### config.mk
export PLATFORM = sky130hd
export DESIGN_NAME = dds_waveform_sample_generator_core
export DESIGN_NICKNAME = d
export VERILOG_FILES = /design/src/sv/dds_wsg_pkg.sv /design/src/sv/dds_waveform_sample_generator_core.sv /design/src/sv/dds_wsg_queue.sv /design/src/sv/dds_wsg_front.sv /design/src/sv/dds_wsg_back.sv
export VERILOG_INCLUDE_DIRS = /design/src /design/src/sv
export SDC_FILE = /design/constraint.sdc
export NUM_CORES = 2
export LEC_CHECK = 0
export BUFFER_PORTS_ARGS = -buffer_cell sky130_fd_sc_hd__buf_2
export CAP_MARGIN = 20
export CELL_PAD_IN_SITES_DETAIL_PLACEMENT = 1
export CELL_PAD_IN_SITES_GLOBAL_PLACEMENT = 1
export CORE_AREA = 10 10 289 291
export DETAILED_ROUTE_END_ITERATION = 6
export DIE_AREA = 0 0 299 301
export PLACE_DENSITY = 0.74
export SYNTH_ARGS = -nofsm -noshare
export SYNTH_HDL_FRONTEND = slang
export SYNTH_SLANG_ARGS = --single-unit
### constraint.sdc
create_clock -name clk -period 25.1 [get_ports clk]
set_input_delay 5.02 -clock clk [delete_from_list [all_inputs] [get_ports clk]]
set_output_delay 5.02 -clock clk [all_outputs]
set_load 0.05 [all_outputs]
### src/sv/dds_waveform_sample_generator_core_assert.svh
// Assertion macros shared by the waveform generator modules.
// Simulation builds get concurrent assertions; synthesis builds get nothing.
`ifndef DDS_WAVEFORM_SAMPLE_GENERATOR_CORE_ASSERT_SVH
`define DDS_WAVEFORM_SAMPLE_GENERATOR_CORE_ASSERT_SVH

`ifndef SYNTHESIS

// Property that must hold at every clock edge outside reset.
`define DWS_ASSERT(NAME, CLK, RSTN, PROP) \
    NAME: assert property (@(posedge CLK) disable iff (!RSTN) PROP) \
        else $error("dds assertion failed");

// Condition that must never be true outside reset.
`define DWS_ASSERT_NEVER(NAME, CLK, RSTN, EXPR) \
    NAME: assert property (@(posedge CLK) disable iff (!RSTN) !(EXPR)) \
        else $error("dds forbidden condition seen");

`else

`define DWS_ASSERT(NAME, CLK, RSTN, PROP)
`define DWS_ASSERT_NEVER(NAME, CLK, RSTN, EXPR)

`endif

`endif

### src/sv/dds_wsg_pkg.sv
package dds_wsg_pkg;

    // Default phase table size; the phase accumulator is log2 of this wide.
    localparam int DEF_TABLE_DEPTH = 256;

    // Output voltage range in millivolts.
    localparam int CENTER_MV = 1650;
    localparam int RAIL_MV   = 3300;

    // Entries in the queue between front and back.
    localparam int QUEUE_DEPTH = 4;

    // Field widths.
    localparam int MODE_W     = 2;
    localparam int WAVE_W     = 2;
    localparam int STEP_W     = 8;
    localparam int AMP_W      = 13;
    localparam int WORD_W     = 12;
    localparam int CFG_IDX_W  = 3;
    localparam int CFG_DATA_W = 13;

    // Mode codes.
    localparam logic [MODE_W-1:0] MODE_SILENT = 2'd0;
    localparam logic [MODE_W-1:0] MODE_GEN    = 2'd1;
    localparam logic [MODE_W-1:0] MODE_TRACK  = 2'd2;

    // Waveform codes.
    localparam logic [WAVE_W-1:0] WAVE_SIN = 2'd0;
    localparam logic [WAVE_W-1:0] WAVE_SQR = 2'd1;
    localparam logic [WAVE_W-1:0] WAVE_TRI = 2'd2;
    localparam logic [WAVE_W-1:0] WAVE_SAW = 2'd3;

    // Configuration register indexes.
    localparam logic [CFG_IDX_W-1:0] REG_MODE       = 3'd0;
    localparam logic [CFG_IDX_W-1:0] REG_RUNNING    = 3'd1;
    localparam logic [CFG_IDX_W-1:0] REG_WAVE_KIND  = 3'd2;
    localparam logic [CFG_IDX_W-1:0] REG_PHASE_STEP = 3'd3;
    localparam logic [CFG_IDX_W-1:0] REG_AMP_MV     = 3'd4;

    // Full-scale DAC code.
    localparam logic [WORD_W-1:0] FULL_CODE = 12'd4095;

    // Scaling: num = (2v - 4095) * amp + CENTER_MV * 8190, held signed.
    localparam int NUM_W = 28;
    localparam logic signed [NUM_W-1:0] CENTER_TERM = NUM_W'(CENTER_MV * 8190);

    // Millivolts: floor(num / 8190) = floor((num >> 1) / 4095) by reciprocal.
    localparam int MV_W       = 13;
    localparam int MVX_W      = 25;
    localparam int MV_DIV_S   = MVX_W + 12;
    localparam logic [63:0] MV_DIV_M = ((64'd1 << MV_DIV_S) + 64'd4094) / 64'd4095;
    localparam int MV_M_W     = 26;
    localparam int MV_PROD_W  = MVX_W + MV_M_W;
    localparam logic [MV_W-1:0] RAIL_CODE = MV_W'(RAIL_MV);

    // DAC code: floor(mv * 4095 / RAIL_MV) by reciprocal.
    localparam int DAC_X_W    = 25;
    localparam int DAC_DIV_S  = DAC_X_W + $clog2(RAIL_MV);
    localparam logic [63:0] DAC_DIV_M =
        ((64'd1 << DAC_DIV_S) + 64'(RAIL_MV) - 64'd1) / 64'(RAIL_MV);
    localparam int DAC_M_W    = 27;
    localparam int DAC_PROD_W = DAC_X_W + DAC_M_W;

    // Sine in Q30 fixed point.
    localparam longint Q30_ONE = 64'sd1073741824;
    localparam longint unsigned HALF_PI_Q30 = 64'd1686629713;

    // Class of a queued item.
    typedef enum logic {
        OP_PASS = 1'b0,
        OP_WAVE = 1'b1
    } op_t;

    // Configuration register bank.
    typedef struct packed {
        logic [MODE_W-1:0] mode;
        logic              running;
        logic [WAVE_W-1:0] wave_kind;
        logic [STEP_W-1:0] phase_step;
        logic [AMP_W-1:0]  amp_mv;
    } cfg_t;

    // Quarter-wave sine entry for folded index idx of a 2^pw table.
    // Returns {code at -sin, code at +sin}, each floor((S + 2^30) * 4095 / 2^31).
    // Evaluated only at elaboration to build a constant table.
    function automatic logic [23:0] sine_codes(input int unsigned idx,
                                               input int unsigned pw);
        longint unsigned x;
        longint unsigned t;
        longint          s;
        longint unsigned up;
        longint unsigned dn;
        int unsigned     i;
        int unsigned     quarter;
        quarter = 32'd1 << (pw - 2);
        if (idx == 0) begin
            s = 0;
        end
        else if (idx >= quarter) begin
            s = Q30_ONE;
        end
        else begin
            x = ((64'(idx) * 64'd4) * HALF_PI_Q30) >> pw;
            t = x;
            s = longint'(x);
            for (i = 1; i <= 7; i++) begin
                t = (t * x) >> 30;
                t = (t * x) >> 30;
                case (i)
                    1:       t = t / 64'd6;
                    2:       t = t / 64'd20;
                    3:       t = t / 64'd42;
                    4:       t = t / 64'd72;
                    5:       t = t / 64'd110;
                    6:       t = t / 64'd156;
                    default: t = t / 64'd210;
                endcase
                if (i[0]) begin
                    s = s - longint'(t);
                end
                else begin
                    s = s + longint'(t);
                end
            end
            if (s < 0) begin
                s = 0;
            end
            if (s > Q30_ONE) begin
                s = Q30_ONE;
            end
        end
        up = (longint'(s + Q30_ONE) * 64'd4095) >> 31;
        dn = (longint'(Q30_ONE - s) * 64'd4095) >> 31;
        return {dn[11:0], up[11:0]};
    endfunction

endpackage

### src/sv/dds_waveform_sample_generator_core.sv
// Direct digital synthesis sample generator.
// Input channel (in_valid / in_stall) carries one sample tick per item with
// follow_valid and follow_word; an item is taken when in_valid is high and
// in_stall is low. Output channel (out_valid / out_stall) returns exactly
// one dac_word per input item, in order.
// Configuration is written through cfg_valid / cfg_ready with cfg_index and
// cfg_data; cfg_ready is always high. Registers: 0 mode, 1 running,
// 2 wave_kind, 3 phase_step, 4 amp_mv. Other indexes are ignored.
// Path: an item taken is written into the queue, popped into back-end stage
// one, and passes stages two to four before its result is presented by the
// output register.
// Throughput: one item per cycle while the output is not stalled; the front
// phase accumulator updates once per item and the back end is fully pipelined.
// A stall on a valid output freezes the back-end stages; the four-entry queue
// keeps taking items until it fills, after which in_stall rises.
// Reset clears all configuration registers, the phase accumulator, the queue
// and every stage valid flag; the block then emits 0 for each item until
// configured.
module dds_waveform_sample_generator_core
    import dds_wsg_pkg::*;
#(
    parameter int TABLE_DEPTH = DEF_TABLE_DEPTH
)
(
    input  logic                  clk,
    input  logic                  rst_n,
    input  logic                  cfg_valid,
    output logic                  cfg_ready,
    input  logic [CFG_IDX_W-1:0]  cfg_index,
    input  logic [CFG_DATA_W-1:0] cfg_data,
    input  logic                  in_valid,
    output logic                  in_stall,
    input  logic                  follow_valid,
    input  logic [WORD_W-1:0]     follow_word,
    output logic                  out_valid,
    input  logic                  out_stall,
    output logic [WORD_W-1:0]     dac_word
);

    localparam int PW      = $clog2(TABLE_DEPTH);
    localparam int ENTRY_W = 1 + PW + WORD_W;

    cfg_t cfg_reg;
    cfg_t cfg_next;

    logic               push;
    op_t                push_op;
    logic [PW-1:0]      push_phase;
    logic [WORD_W-1:0]  push_word;
    logic               q_full;
    logic               q_empty;
    logic               pop;
    logic [ENTRY_W-1:0] pop_data;

    // Configuration register bank.
    assign cfg_ready = 1'b1;

    always_comb
    begin
        cfg_next = cfg_reg;
        if (cfg_valid) begin
            case (cfg_index)
                REG_MODE:       cfg_next.mode       = cfg_data[MODE_W-1:0];
                REG_RUNNING:    cfg_next.running    = cfg_data[0];
                REG_WAVE_KIND:  cfg_next.wave_kind  = cfg_data[WAVE_W-1:0];
                REG_PHASE_STEP: cfg_next.phase_step = cfg_data[STEP_W-1:0];
                REG_AMP_MV:     cfg_next.amp_mv     = cfg_data[AMP_W-1:0];
                default:        cfg_next            = cfg_reg;
            endcase
        end
    end

    always_ff @(posedge clk or negedge rst_n)
    begin
        if (!rst_n) begin
            cfg_reg <= '0;
        end
        else begin
            cfg_reg <= cfg_next;
        end
    end

    // Front: takes items, advances the phase, classifies.
    dds_wsg_front #(
        .TABLE_DEPTH (TABLE_DEPTH)
    ) u_front (
        .clk          (clk),
        .rst_n        (rst_n),
        .cfg          (cfg_reg),
        .in_valid     (in_valid),
        .in_stall     (in_stall),
        .follow_valid (follow_valid),
        .follow_word  (follow_word),
        .q_full       (q_full),
        .push         (push),
        .push_op      (push_op),
        .push_phase   (push_phase),
        .push_word    (push_word)
    );

    // Queue between front and back.
    dds_wsg_queue #(
        .WIDTH (ENTRY_W),
        .DEPTH (QUEUE_DEPTH)
    ) u_queue (
        .clk       (clk),
        .rst_n     (rst_n),
        .push      (push),
        .push_data ({push_op, push_phase, push_word}),
        .full      (q_full),
        .pop       (pop),
        .pop_data  (pop_data),
        .empty     (q_empty)
    );

    // Back: waveform evaluation, scaling and output register.
    dds_wsg_back #(
        .TABLE_DEPTH (TABLE_DEPTH)
    ) u_back (
        .clk       (clk),
        .rst_n     (rst_n),
        .cfg       (cfg_reg),
        .q_empty   (q_empty),
        .pop       (pop),
        .pop_op    (op_t'(pop_data[ENTRY_W-1])),
        .pop_phase (pop_data[ENTRY_W-2:WORD_W]),
        .pop_word  (pop_data[WORD_W-1:0]),
        .out_valid (out_valid),
        .out_stall (out_stall),
        .dac_word  (dac_word)
    );

endmodule

### src/sv/dds_wsg_queue.sv
`include "dds_waveform_sample_generator_core_assert.svh"

module dds_wsg_queue
    import dds_wsg_pkg::*;
#(
    parameter int WIDTH = 21,
    parameter int DEPTH = QUEUE_DEPTH
)
(
    input  logic             clk,
    input  logic             rst_n,
    input  logic             push,
    input  logic [WIDTH-1:0] push_data,
    output logic             full,
    input  logic             pop,
    output logic [WIDTH-1:0] pop_data,
    output logic             empty
);

    localparam int PTR_W = (DEPTH > 1) ? $clog2(DEPTH) : 1;
    localparam int CNT_W = $clog2(DEPTH + 1);

    logic [WIDTH-1:0] slot_reg [DEPTH];
    logic [PTR_W-1:0] wr_ptr_reg;
    logic [PTR_W-1:0] wr_ptr_next;
    logic [PTR_W-1:0] rd_ptr_reg;
    logic [PTR_W-1:0] rd_ptr_next;
    logic [CNT_W-1:0] count_reg;
    logic [CNT_W-1:0] count_next;

    assign full     = (count_reg == CNT_W'(DEPTH));
    assign empty    = (count_reg == '0);
    assign pop_data = slot_reg[rd_ptr_reg];

    // Pointer and occupancy update.
    always_comb
    begin
        wr_ptr_next = wr_ptr_reg;
        rd_ptr_next = rd_ptr_reg;
        count_next  = count_reg;
        if (push) begin
            wr_ptr_next = (wr_ptr_reg == PTR_W'(DEPTH - 1)) ? '0 : wr_ptr_reg + 1'b1;
        end
        if (pop) begin
            rd_ptr_next = (rd_ptr_reg == PTR_W'(DEPTH - 1)) ? '0 : rd_ptr_reg + 1'b1;
        end
        if (push && !pop) begin
            count_next = count_reg + 1'b1;
        end
        else if (pop && !push) begin
            count_next = count_reg - 1'b1;
        end
    end

    always_ff @(posedge clk or negedge rst_n)
    begin
        if (!rst_n) begin
            wr_ptr_reg <= '0;
            rd_ptr_reg <= '0;
            count_reg  <= '0;
        end
        else begin
            wr_ptr_reg <= wr_ptr_next;
            rd_ptr_reg <= rd_ptr_next;
            count_reg  <= count_next;
        end
    end

    // Storage slots carry payload only.
    always_ff @(posedge clk)
    begin
        if (push) begin
            slot_reg[wr_ptr_reg] <= push_data;
        end
    end

    `DWS_ASSERT_NEVER(a_queue_overflow, clk, rst_n, push && full)
    `DWS_ASSERT_NEVER(a_queue_underflow, clk, rst_n, pop && empty)

endmodule

### src/sv/dds_wsg_front.sv
`include "dds_waveform_sample_generator_core_assert.svh"

module dds_wsg_front
    import dds_wsg_pkg::*;
#(
    parameter int TABLE_DEPTH = DEF_TABLE_DEPTH
)
(
    input  logic                           clk,
    input  logic                           rst_n,
    input  cfg_t                           cfg,
    input  logic                           in_valid,
    output logic                           in_stall,
    input  logic                           follow_valid,
    input  logic [WORD_W-1:0]              follow_word,
    input  logic                           q_full,
    output logic                           push,
    output op_t                            push_op,
    output logic [$clog2(TABLE_DEPTH)-1:0] push_phase,
    output logic [WORD_W-1:0]              push_word
);

    localparam int PW    = $clog2(TABLE_DEPTH);
    localparam int SUM_W = ((PW > STEP_W) ? PW : STEP_W) + 1;

    logic [PW-1:0]    phase_reg;
    logic [PW-1:0]    phase_next;
    logic [SUM_W-1:0] phase_sum;
    logic             accept;
    logic             is_silent;

    // An item is taken whenever the queue has room.
    assign in_stall = q_full;
    assign accept   = in_valid && !q_full;
    assign push     = accept;

    // Phase advance, wrapping at the table size.
    assign phase_sum = SUM_W'(phase_reg) + SUM_W'(cfg.phase_step);

    // Classify the item and work out the phase it leaves behind.
    always_comb
    begin
        push_op    = OP_PASS;
        push_word  = '0;
        phase_next = phase_reg;
        is_silent  = 1'b0;
        if ((cfg.mode == MODE_GEN) && cfg.running) begin
            push_op    = OP_WAVE;
            phase_next = phase_sum[PW-1:0];
        end
        else if (cfg.mode == MODE_TRACK) begin
            push_word = follow_valid ? follow_word : '0;
        end
        else begin
            phase_next = '0;
            is_silent  = 1'b1;
        end
    end

    assign push_phase = phase_next;

    always_ff @(posedge clk or negedge rst_n)
    begin
        if (!rst_n) begin
            phase_reg <= '0;
        end
        else if (accept) begin
            phase_reg <= phase_next;
        end
    end

    `DWS_ASSERT(a_silent_clears_phase, clk, rst_n, accept && is_silent |=> phase_reg == '0)

endmodule

### src/sv/dds_wsg_back.sv
`include "dds_waveform_sample_generator_core_assert.svh"

module dds_wsg_back
    import dds_wsg_pkg::*;
#(
    parameter int TABLE_DEPTH = DEF_TABLE_DEPTH
)
(
    input  logic                           clk,
    input  logic                           rst_n,
    input  cfg_t                           cfg,
    input  logic                           q_empty,
    output logic                           pop,
    input  op_t                            pop_op,
    input  logic [$clog2(TABLE_DEPTH)-1:0] pop_phase,
    input  logic [WORD_W-1:0]              pop_word,
    output logic                           out_valid,
    input  logic                           out_stall,
    output logic [WORD_W-1:0]              dac_word
);

    localparam int PW      = $clog2(TABLE_DEPTH);
    localparam int QUARTER = TABLE_DEPTH / 4;
    localparam int RIDX_W  = PW - 1;
    localparam int TRI_W   = PW + 13;

    // Sawtooth: floor(p * 4095 / (N - 1)) by reciprocal multiply.
    localparam int SAW_X_W    = PW + 12;
    localparam int SAW_D      = TABLE_DEPTH - 1;
    localparam int SAW_S      = SAW_X_W + $clog2(SAW_D);
    localparam logic [63:0] SAW_M =
        ((64'd1 << SAW_S) + 64'(SAW_D) - 64'd1) / 64'(SAW_D);
    localparam int SAW_M_W    = SAW_X_W + 2;
    localparam int SAW_PROD_W = SAW_X_W + SAW_M_W;

    // Quarter-wave sine table, built at elaboration.
    logic [23:0] sine_rom [QUARTER+1];

    for (genvar gi = 0; gi <= QUARTER; gi++) begin : g_sine
        assign sine_rom[gi] = sine_codes(gi, PW);
    end

    logic advance;

    // Stage 1: waveform shape and sawtooth numerator.
    logic               s1_valid_reg;
    op_t                s1_op_reg;
    logic [WORD_W-1:0]  s1_word_reg;
    logic [WORD_W-1:0]  s1_shape_reg;
    logic [SAW_X_W-1:0] s1_saw_reg;

    logic [1:0]         quad;
    logic [RIDX_W-1:0]  ridx;
    logic [23:0]        sine_entry;
    logic [WORD_W-1:0]  sine_v;
    logic [WORD_W-1:0]  square_v;
    logic [PW:0]        tri_diff;
    logic [PW-1:0]      tri_p;
    logic [TRI_W-1:0]   tri_prod;
    logic [WORD_W-1:0]  shape_v;
    logic [SAW_X_W-1:0] saw_x;

    // Stage 2: waveform value.
    logic                  s2_valid_reg;
    op_t                   s2_op_reg;
    logic [WORD_W-1:0]     s2_word_reg;
    logic [WORD_W-1:0]     s2_v_reg;
    logic [SAW_PROD_W-1:0] saw_prod;
    logic [WORD_W-1:0]     wave_v;

    // Stage 3: scaled numerator.
    logic                    s3_valid_reg;
    op_t                     s3_op_reg;
    logic [WORD_W-1:0]       s3_word_reg;
    logic signed [NUM_W-1:0] s3_num_reg;
    logic signed [13:0]      swing;
    logic signed [13:0]      amp_s;
    logic signed [NUM_W-1:0] num;

    // Stage 4: clamped millivolts.
    logic                 s4_valid_reg;
    op_t                  s4_op_reg;
    logic [WORD_W-1:0]    s4_word_reg;
    logic [MV_W-1:0]      s4_mv_reg;
    logic [MVX_W-1:0]     mv_x;
    logic [MV_PROD_W-1:0] mv_prod;
    logic [MV_W-1:0]      mv_q;
    logic [MV_W-1:0]      mv;

    // Stage 5: DAC code in the output register.
    logic                  out_valid_reg;
    logic [WORD_W-1:0]     dac_reg;
    logic [DAC_X_W-1:0]    dac_x;
    logic [DAC_PROD_W-1:0] dac_prod;
    logic [WORD_W-1:0]     dac_code;

    // The whole line moves unless a finished item is held by the receiver.
    assign advance   = !(out_valid_reg && out_stall);
    assign pop       = advance && !q_empty;
    assign out_valid = out_valid_reg;
    assign dac_word  = dac_reg;

    // Stage 1 logic: fold the phase into the quarter table, build other shapes.
    always_comb
    begin
        quad       = pop_phase[PW-1:PW-2];
        ridx       = quad[0] ? (RIDX_W'(QUARTER) - RIDX_W'(pop_phase[PW-3:0]))
                             : RIDX_W'(pop_phase[PW-3:0]);
        sine_entry = sine_rom[ridx];
        sine_v     = quad[1] ? sine_entry[23:12] : sine_entry[11:0];
        square_v   = pop_phase[PW-1] ? '0 : FULL_CODE;
        tri_diff   = (PW+1)'(TABLE_DEPTH) - {1'b0, pop_phase};
        tri_p      = pop_phase[PW-1] ? tri_diff[PW-1:0] : pop_phase;
        tri_prod   = TRI_W'(tri_p) * TRI_W'(8190);
        saw_x      = (SAW_X_W'(pop_phase) << 12) - SAW_X_W'(pop_phase);
        case (cfg.wave_kind)
            WAVE_SIN: shape_v = sine_v;
            WAVE_SQR: shape_v = square_v;
            WAVE_TRI: shape_v = tri_prod[PW+11:PW];
            default:  shape_v = '0;
        endcase
    end

    // Stage 2 logic: sawtooth quotient.
    always_comb
    begin
        saw_prod = SAW_PROD_W'(s1_saw_reg) * SAW_PROD_W'(SAW_M[SAW_M_W-1:0]);
        wave_v   = (cfg.wave_kind == WAVE_SAW) ? saw_prod[SAW_S+11:SAW_S] : s1_shape_reg;
    end

    // Stage 3 logic: swing around center times amplitude.
    always_comb
    begin
        swing = $signed({1'b0, s2_v_reg, 1'b0}) - 14'sd4095;
        amp_s = $signed({1'b0, cfg.amp_mv});
        num   = NUM_W'(swing) * NUM_W'(amp_s) + CENTER_TERM;
    end

    // Stage 4 logic: divide by 8190 and clamp between zero and the rail.
    always_comb
    begin
        mv_x    = s3_num_reg[MVX_W:1];
        mv_prod = MV_PROD_W'(mv_x) * MV_PROD_W'(MV_DIV_M[MV_M_W-1:0]);
        mv_q    = mv_prod[MV_DIV_S+MV_W-1:MV_DIV_S];
        if (s3_num_reg < 0) begin
            mv = '0;
        end
        else if (mv_q > RAIL_CODE) begin
            mv = RAIL_CODE;
        end
        else begin
            mv = mv_q;
        end
    end

    // Stage 5 logic: millivolts to DAC code, or the queued word for pass items.
    always_comb
    begin
        dac_x    = (DAC_X_W'(s4_mv_reg) << 12) - DAC_X_W'(s4_mv_reg);
        dac_prod = DAC_PROD_W'(dac_x) * DAC_PROD_W'(DAC_DIV_M[DAC_M_W-1:0]);
        dac_code = (s4_op_reg == OP_WAVE) ? dac_prod[DAC_DIV_S+11:DAC_DIV_S]
                                          : s4_word_reg;
    end

    // Stage valid flags.
    always_ff @(posedge clk or negedge rst_n)
    begin
        if (!rst_n) begin
            s1_valid_reg  <= 1'b0;
            s2_valid_reg  <= 1'b0;
            s3_valid_reg  <= 1'b0;
            s4_valid_reg  <= 1'b0;
            out_valid_reg <= 1'b0;
        end
        else if (advance) begin
            s1_valid_reg  <= pop;
            s2_valid_reg  <= s1_valid_reg;
            s3_valid_reg  <= s2_valid_reg;
            s4_valid_reg  <= s3_valid_reg;
            out_valid_reg <= s4_valid_reg;
        end
    end

    // Stage payloads.
    always_ff @(posedge clk)
    begin
        if (advance) begin
            s1_op_reg    <= pop_op;
            s1_word_reg  <= pop_word;
            s1_shape_reg <= shape_v;
            s1_saw_reg   <= saw_x;
            s2_op_reg    <= s1_op_reg;
            s2_word_reg  <= s1_word_reg;
            s2_v_reg     <= wave_v;
            s3_op_reg    <= s2_op_reg;
            s3_word_reg  <= s2_word_reg;
            s3_num_reg   <= num;
            s4_op_reg    <= s3_op_reg;
            s4_word_reg  <= s3_word_reg;
            s4_mv_reg    <= mv;
            dac_reg      <= dac_code;
        end
    end

    `DWS_ASSERT_NEVER(a_no_pop_while_held, clk, rst_n, out_valid_reg && out_stall && pop)
    `DWS_ASSERT(a_pop_enters_stage1, clk, rst_n, pop |=> s1_valid_reg)

endmodule
# Word-level counts from Yosys, hierarchy flattened
# Memories as Yosys holds them, arrays and structs flattened.
# Index checks and enable logic that the tools add are counted.
op_classes:
  add_sub_neg: 11
  mul: 5
  magnitude_cmp: 3
  n_eq_ne: 12
  muxes: 22
  bitwise: 1
  reduce_logical: 21
ops:
  columns: ["operator", "n"]
  rows:
  - ["$mux 12", 8]
  - ["$mul 25x26->50 const B", 1]
  - ["$mux 24", 2]
  - ["$mul 25x23->46 const B", 1]
  - ["$mul 20x21->40 const B", 1]
  - ["$pmux 12 s3", 1]
  - ["$add 28x25->28 const B", 1]
  - ["$lt 28x1->1 const B", 1]
  - ["$mul 14x14->28", 1]
  - ["$sub 25x13->25", 1]
  - ["$mux 8", 3]
  - ["$sub 20x8->20", 1]
  - ["$mul 8x12->19 const B", 1]
  - ["$sub 13x12->14 const B", 1]
  - ["$gt 13x12->1 const B", 1]
  - ["$eq 2x2->1 const B", 5]
  - ["$reduce_and 2->1", 5]
  - ["$add 8x8->8", 1]
  - ["$ge 8x8->1 const B", 1]
  - ["$not 7->8", 1]
  - ["$sub 1x8->8 const A", 1]
  - ["$mux 7", 1]
  - ["$sub 7x6->7 const A", 1]
  - ["$eq 3x2->1 const B", 2]
  - ["15 further kinds", 32]
totals:
  reg_bits: 195
  mem_bits_rw: 84
  rom_bits: 3072
  inputBits: 34
  out_inout_bits: 15
  word_cells: 106
  n_memories: 2
mem_list:
  columns: ["memory", "words", "word_bits", "read_ports", "rd_ports_with_merged_regs", "wr", "line_no", "text"]
  rows:
  - ["(no name shown)", 128, 24, 1, 0, 0, "dds_wsg_back.sv:109", "sine_entry = sine_rom[ridx];"]
  - ["u_queue.slot_reg", 4, 21, 1, 0, 1, "dds_wsg_queue.sv:23", "logic [WIDTH-1:0] slot_reg [DEPTH];"]

# Longest topological paths before layout
# An unclocked memory read counts as a cell.
depth:
  word_depth: 9
  ltp_mapped: 35
  depth_no_buf: 33

# By module
# From an unflattened synthesis, not the netlist that was laid out.
hier_totals:
  cells_unflattened: 3495
  hier_area_um2: 36154.7
modules_own_cells:
  columns: ["module", "n_inst", "cells_each", "area_per_inst_um2"]
  rows:
  - ["dds_wsg_back", 1, 3186, 30768.3]
  - ["dds_wsg_queue", 1, 147, 3479.6]
  - ["dds_waveform_sample_generator_core", 1, 60, 1072.3]
  - ["dds_wsg_front", 1, 102, 834.6]

# Worst setup path before layout
# No wires, ideal clock.
synth_path:
  kind: "input to register"
  startpoint: "in out_stall"
  endpoint: "reg u_queue.count_reg[1]"
  arrival_time_ns: 9.686
  setup_slack_ns: 15.289
  cell_stages: 7
  n_path_buf: 0
  cell_sequence: "nand2_1 -> o31a_1 -> inv_1 -> ha_1 -> inv_1 -> fa_1 -> mux2_2"
synth_via:
  elab_chain_len: 6
  word_cells_on_any_way: 8
  cone_classes: "mux: 1; reduce/logical: 7"
synth_lines:
  columns: ["element", "line_no", "text"]
  rows:
  - ["start: declaration", "dds_waveform_sample_generator_core.sv:36", "input logic out_stall,"]
  - ["$logic_and 1x1->1", "dds_wsg_back.sv:98", "assign advance = !(out_valid_reg && out_stall);"]
  - ["$logic_not 1->1", "dds_wsg_back.sv:98", null]
  - ["$logic_and 1x1->1", "dds_wsg_back.sv:99", "assign pop = advance && !q_empty;"]
  - ["$logic_not 1->1", "dds_wsg_queue.sv:47", "if (push && !pop) begin"]
  - ["$logic_and 1x1->1", "dds_wsg_queue.sv:47", null]
  - ["$mux 3", "dds_wsg_queue.sv:47", null]
  - ["named net u_queue.count_next[1]", "dds_wsg_queue.sv:29", "logic [CNT_W-1:0] count_next;"]
  - ["end signal: assignment", "dds_wsg_queue.sv:65", "count_reg <= count_next;"]
  - ["end: declaration", "dds_wsg_queue.sv:28", "logic [CNT_W-1:0] count_reg;"]
# The timed path passes the listed nets, and every way through them passes these cells.
# A chain may end at the register's enable or synchronous reset.

# Final worst setup path
layout_path:
  startpoint: "reg u_back.s4_mv_reg[0]"
  endpoint: "reg u_back.dac_reg[11] (netlist: u_back.dac_word[11]), data pin"
layout_via:
  elab_chain_len: 3
layout_lines:
  columns: ["element", "line_no", "text"]
  rows:
  - ["start: declaration", "dds_wsg_back.sv:84", "logic [MV_W-1:0] s4_mv_reg;"]
  - ["start signal: assignment", "dds_wsg_back.sv:200", "s4_mv_reg <= mv;"]
  - ["$sub 25x13->25", "dds_wsg_back.sv:159", "dac_x = (DAC_X_W'(s4_mv_reg) << 12) - DAC_X_W'(s4_mv_reg);"]
  - ["$mul 25x23->46", "dds_wsg_back.sv:160", "dac_prod = DAC_PROD_W'(dac_x) * DAC_PROD_W'(DAC_DIV_M[DAC_M_W-1:0]);"]
  - ["$mux 12", "dds_wsg_back.sv:161", "dac_code = (s4_op_reg == OP_WAVE) ? dac_prod[DAC_DIV_S+11:DAC_DIV_S]"]
  - ["named net u_back.dac_code[11]", "dds_wsg_back.sv:95", "logic [WORD_W-1:0] dac_code;"]
  - ["end signal: assignment", "dds_wsg_back.sv:201", "dac_reg <= dac_code;"]
  - ["end: declaration", "dds_wsg_back.sv:92", "logic [WORD_W-1:0] dac_reg;"]
# The timed path passes the listed nets, and every way through them passes these cells.

==> metrics.md <==
| Metric | Value |
|---|---|
| Status | `completed` |
| Hold WS | `between 0.4 and 0.5 ns` |
| Yosys warns | `0` |
| ANT cells | `0` |
| Leading post-synthesis cells by cell area | `ha_1, fa_1, edfxtp_1, inv_1, dfrtp_1` |
| Largest net degree at the start of global routing | `55` |
| Clock Latency Late Sink | `0.61 ns` |
| Max_cap viols | `0` |
| Core area | `between 70000 and 80000 um2` |
| GP Congestion | `0.915` |
| M1 wire length | `39.9 mm` |
| Yosys top cell by area | `ha_1` |
| Final Hold Vio Count | `0` |
| Clock tree buffer depth | `3` |
| DR DRC count | `0` |
| Highest routed metal layer | `met4` |
| Final Max Tran Viols | `0` |
| Element type at the critical path start | `flop` |
| Avg Cell Area, Syn | `between 10 and 15 um2` |
| Num CTS Buffers | `30` |
| Relative slew slack | `approximately 33%` |
| Clock slew at reported path FFs | `around 0.07 ns` |
| Hold EP | `u_back.s4_word_reg[10]` |
| Initial DRC count | `approximately 1100` |
| Setup TNS | `0 ns` |
| Worst EP required | `~25 ns` |
| DR WL/cell | `20.0 um` |
| Ys flop type | `edfxtp_1` |
| Ys async rst share | `16.6%` |
| I/O pin cnt | `49` |
| IO Port Bufs | `47` |
| Post-Syn Area | `35300 um2` |
| Number of distinct library cells after synthesis | `86` |
| CTS tree | `done` |
| Hold Path Stages | `0` |
| Area Overhead vs Synth | `6.81%` |
| Vias in the first global route | `around 27000` |
| CTS resizes | `0` |
| CTS Sinks | `277` |
| CTS Hold Bufs | `0` |
| Worst r2r src | `u_back.s4_mv_reg[0]` |
| Gr ovfl total | `0` |
| Via Count | `24022` |
| Final setup fails | `0` |
| Starting Density | `roughly 46%` |
| Hold Crit Class | `reg -> reg` |
| Die area | `about 90000 um2` |
| Reg2reg end | `u_back.dac_word[11]` |
| CTS H-Tree Depth | `1` |
| GR Util All Layers | `between 10% and 20%` |
| Post-synth EDFFs | `about 230` |
| Met2 wire length | `about 44 mm` |
| Tcrit/Tclk final | `a little under two fifths` |
| Routed wl met3 | `about 2.5 mm` |
| Max reg flops | `between 80 and 90` |
| First-pass GRT wire length | `146 mm` |
| Die Y | `301 um` |
| Synth top area share | `a little under a quarter` |
| HPWL after DPL | `roughly 73 mm` |
| Root Buffer | `clkbuf_16` |
| Setup repair after global routing missed its margin | `no` |
| CP peak stage delay | `between 0.7 and 0.8 ns` |
| Routed WL | `a little under 90 mm` |
| R2R cell count | `28` |
| Final #Nets | `approximately 4500` |
| Layout cells sized above 1 | `roughly 6.4%` |
| F_max | `roughly 110 MHz` |
| Die X | `about 300 um` |
| Worst Tran Pin Value | `0.994 ns` |
| Max Fanout on Critical Path | `11` |
| Post-CTS Setup Repair Bufs | `0` |
| CP arrival | `between 9 and 10 ns` |
| Critical path class | `reg -> reg` |
| Cells after Synth | `roughly 3400` |
| R2R setup slack | `15.70 ns` |
| Seq cells post-synth | `277` |
| Post-Syn Nets | `approximately 4400` |
| Hold_sp | `u_back.s3_word_reg[10]` |
| CP Capture Type | `flop` |
| Final antenna-violating net count | `0` |
| Sequential share of the synthesized area | `22.9%` |
| DR vias/cell | `~5.4` |
| Total iterations of the first detailed-routing run | `5` |
| Final Skew | `roughly 0.028 ns` |
| CP max-delay cell | `xor2_1` |
| Minimum clock period | `roughly 9.4 ns` |
| Initial antenna violation count | `1` |
| Rows | `slightly above 100` |
metrics by stage:
stage | setup slack (ns) | util, % | cells | area, um2
after floorplan | 15.29 | - | 3374 | 35300
after global placement | 16.08 | 47.4 | 4395 | 36700
after detailed placement | 15.72 | 47.4 | 4396 | 36700
after CTS | 15.70 | 48.7 | 4452 | 37600
after global routing | 15.15 | 48.8 | 4456 | 37700
final | 15.70 | 48.8 | 4456 | 37700
worst max-delay path: cells and delay by family, from the launching register on:
kind	cells	cell delay, ns
AO/OA/AOI/OAI	7	1.67
buffers and inverters	5	0.68
XOR/XNOR	2	0.91
flip-flops	1	0.61
AND/OR/NAND/NOR	4	1.41
adder cells (fa/ha/maj)	9	3.62
multiplexers	1	0.26
logic make-up after synthesis:
| family | count (synthesis) | share of synthesized area, % |
|---|---|---|
| compound gates | 426 | 7.89 |
| simple gates | 619 | 8.51 |
| xor+xnor | 155 | 3.96 |
| flops | 277 | 22.9 |
| mux | 66 | 2.76 |
| fa+ha+maj | 1044 | 45.3 |
| buf+inv | 785 | 8.61 |
| other cells | 2 | 0.0213 |
final cells by class:
class	count	area, um2
Multi-Input combinational cell	2312	24200
Fill cell	8616	39600
Timing Repair Buffer	78	536
Clock buffer	35	769
Tap cell	1040	1300
Clock inverter	21	206
Sequential cell	277	8090
Inverter	693	2600
cells in the final DEF, fill, tap and decap left out, drive strengths merged, types with 7 or more instances in the layout:
cell and instances:
and3 20, edfxtp 231, nand3 36, and2 86, ha 646, o21a 17
nor3b 8, nand2 237, xor2 49, fa 395, mux4 21, o31ai 10
nand2b 26, nor3 31, a21oi 120, o21bai 8, buf 78, a211oi 22
nor2b 19, a31oi 18, o311ai 12, o21ai 96, or2 9, clkbuf 35
clkinv 13, o211ai 28, mux2 42, inv 693, nand4 20, a21o 20
o221ai 7, xnor2 106, or3 11, dfrtp 46, nor2 98, o2111ai 8
worst max-delay path by stage:
| stage | startpoint | endpoint | cells after the start |
|---|---|---|---|
| detailed placement | u_back.s4_mv_reg[0] | u_back.dac_word[11] | 33 |
| CTS | u_back.s4_mv_reg[0] | u_back.dac_word[11] | 33 |
| finish | u_back.s4_mv_reg[0] | u_back.dac_word[11] | 28 |
| global route | u_back.s4_mv_reg[0] | u_back.dac_word[11] | 30 |
| global placement | u_back.s4_mv_reg[0] | u_back.dac_word[11] | 33 |
| floorplan | out_stall | u_queue.count_reg[1] | 7 |
layer usage:
metal  up-vias  global-route usage (%)
li1      11245                       -
met1     12259                    26.3
met2       393                    35.1
met3       125                    1.19
met4         0                    5.61
met5         -                       0
synthesized netlist by cell type (46+ instances only):
master    instances
xnor2_1         104
ha_1            646
edfxtp_1        231
nand2_1         235
fa_1            395
nor2_1           98
inv_1           690
xor2_1           47
a21oi_1         120
dfrtp_1          46
and2_1           86
clkbuf_1         58
o21ai_0          92
Power is not shown: default switching activity piles up to over one toggle a cycle in this logic, so the estimate is an artifact.
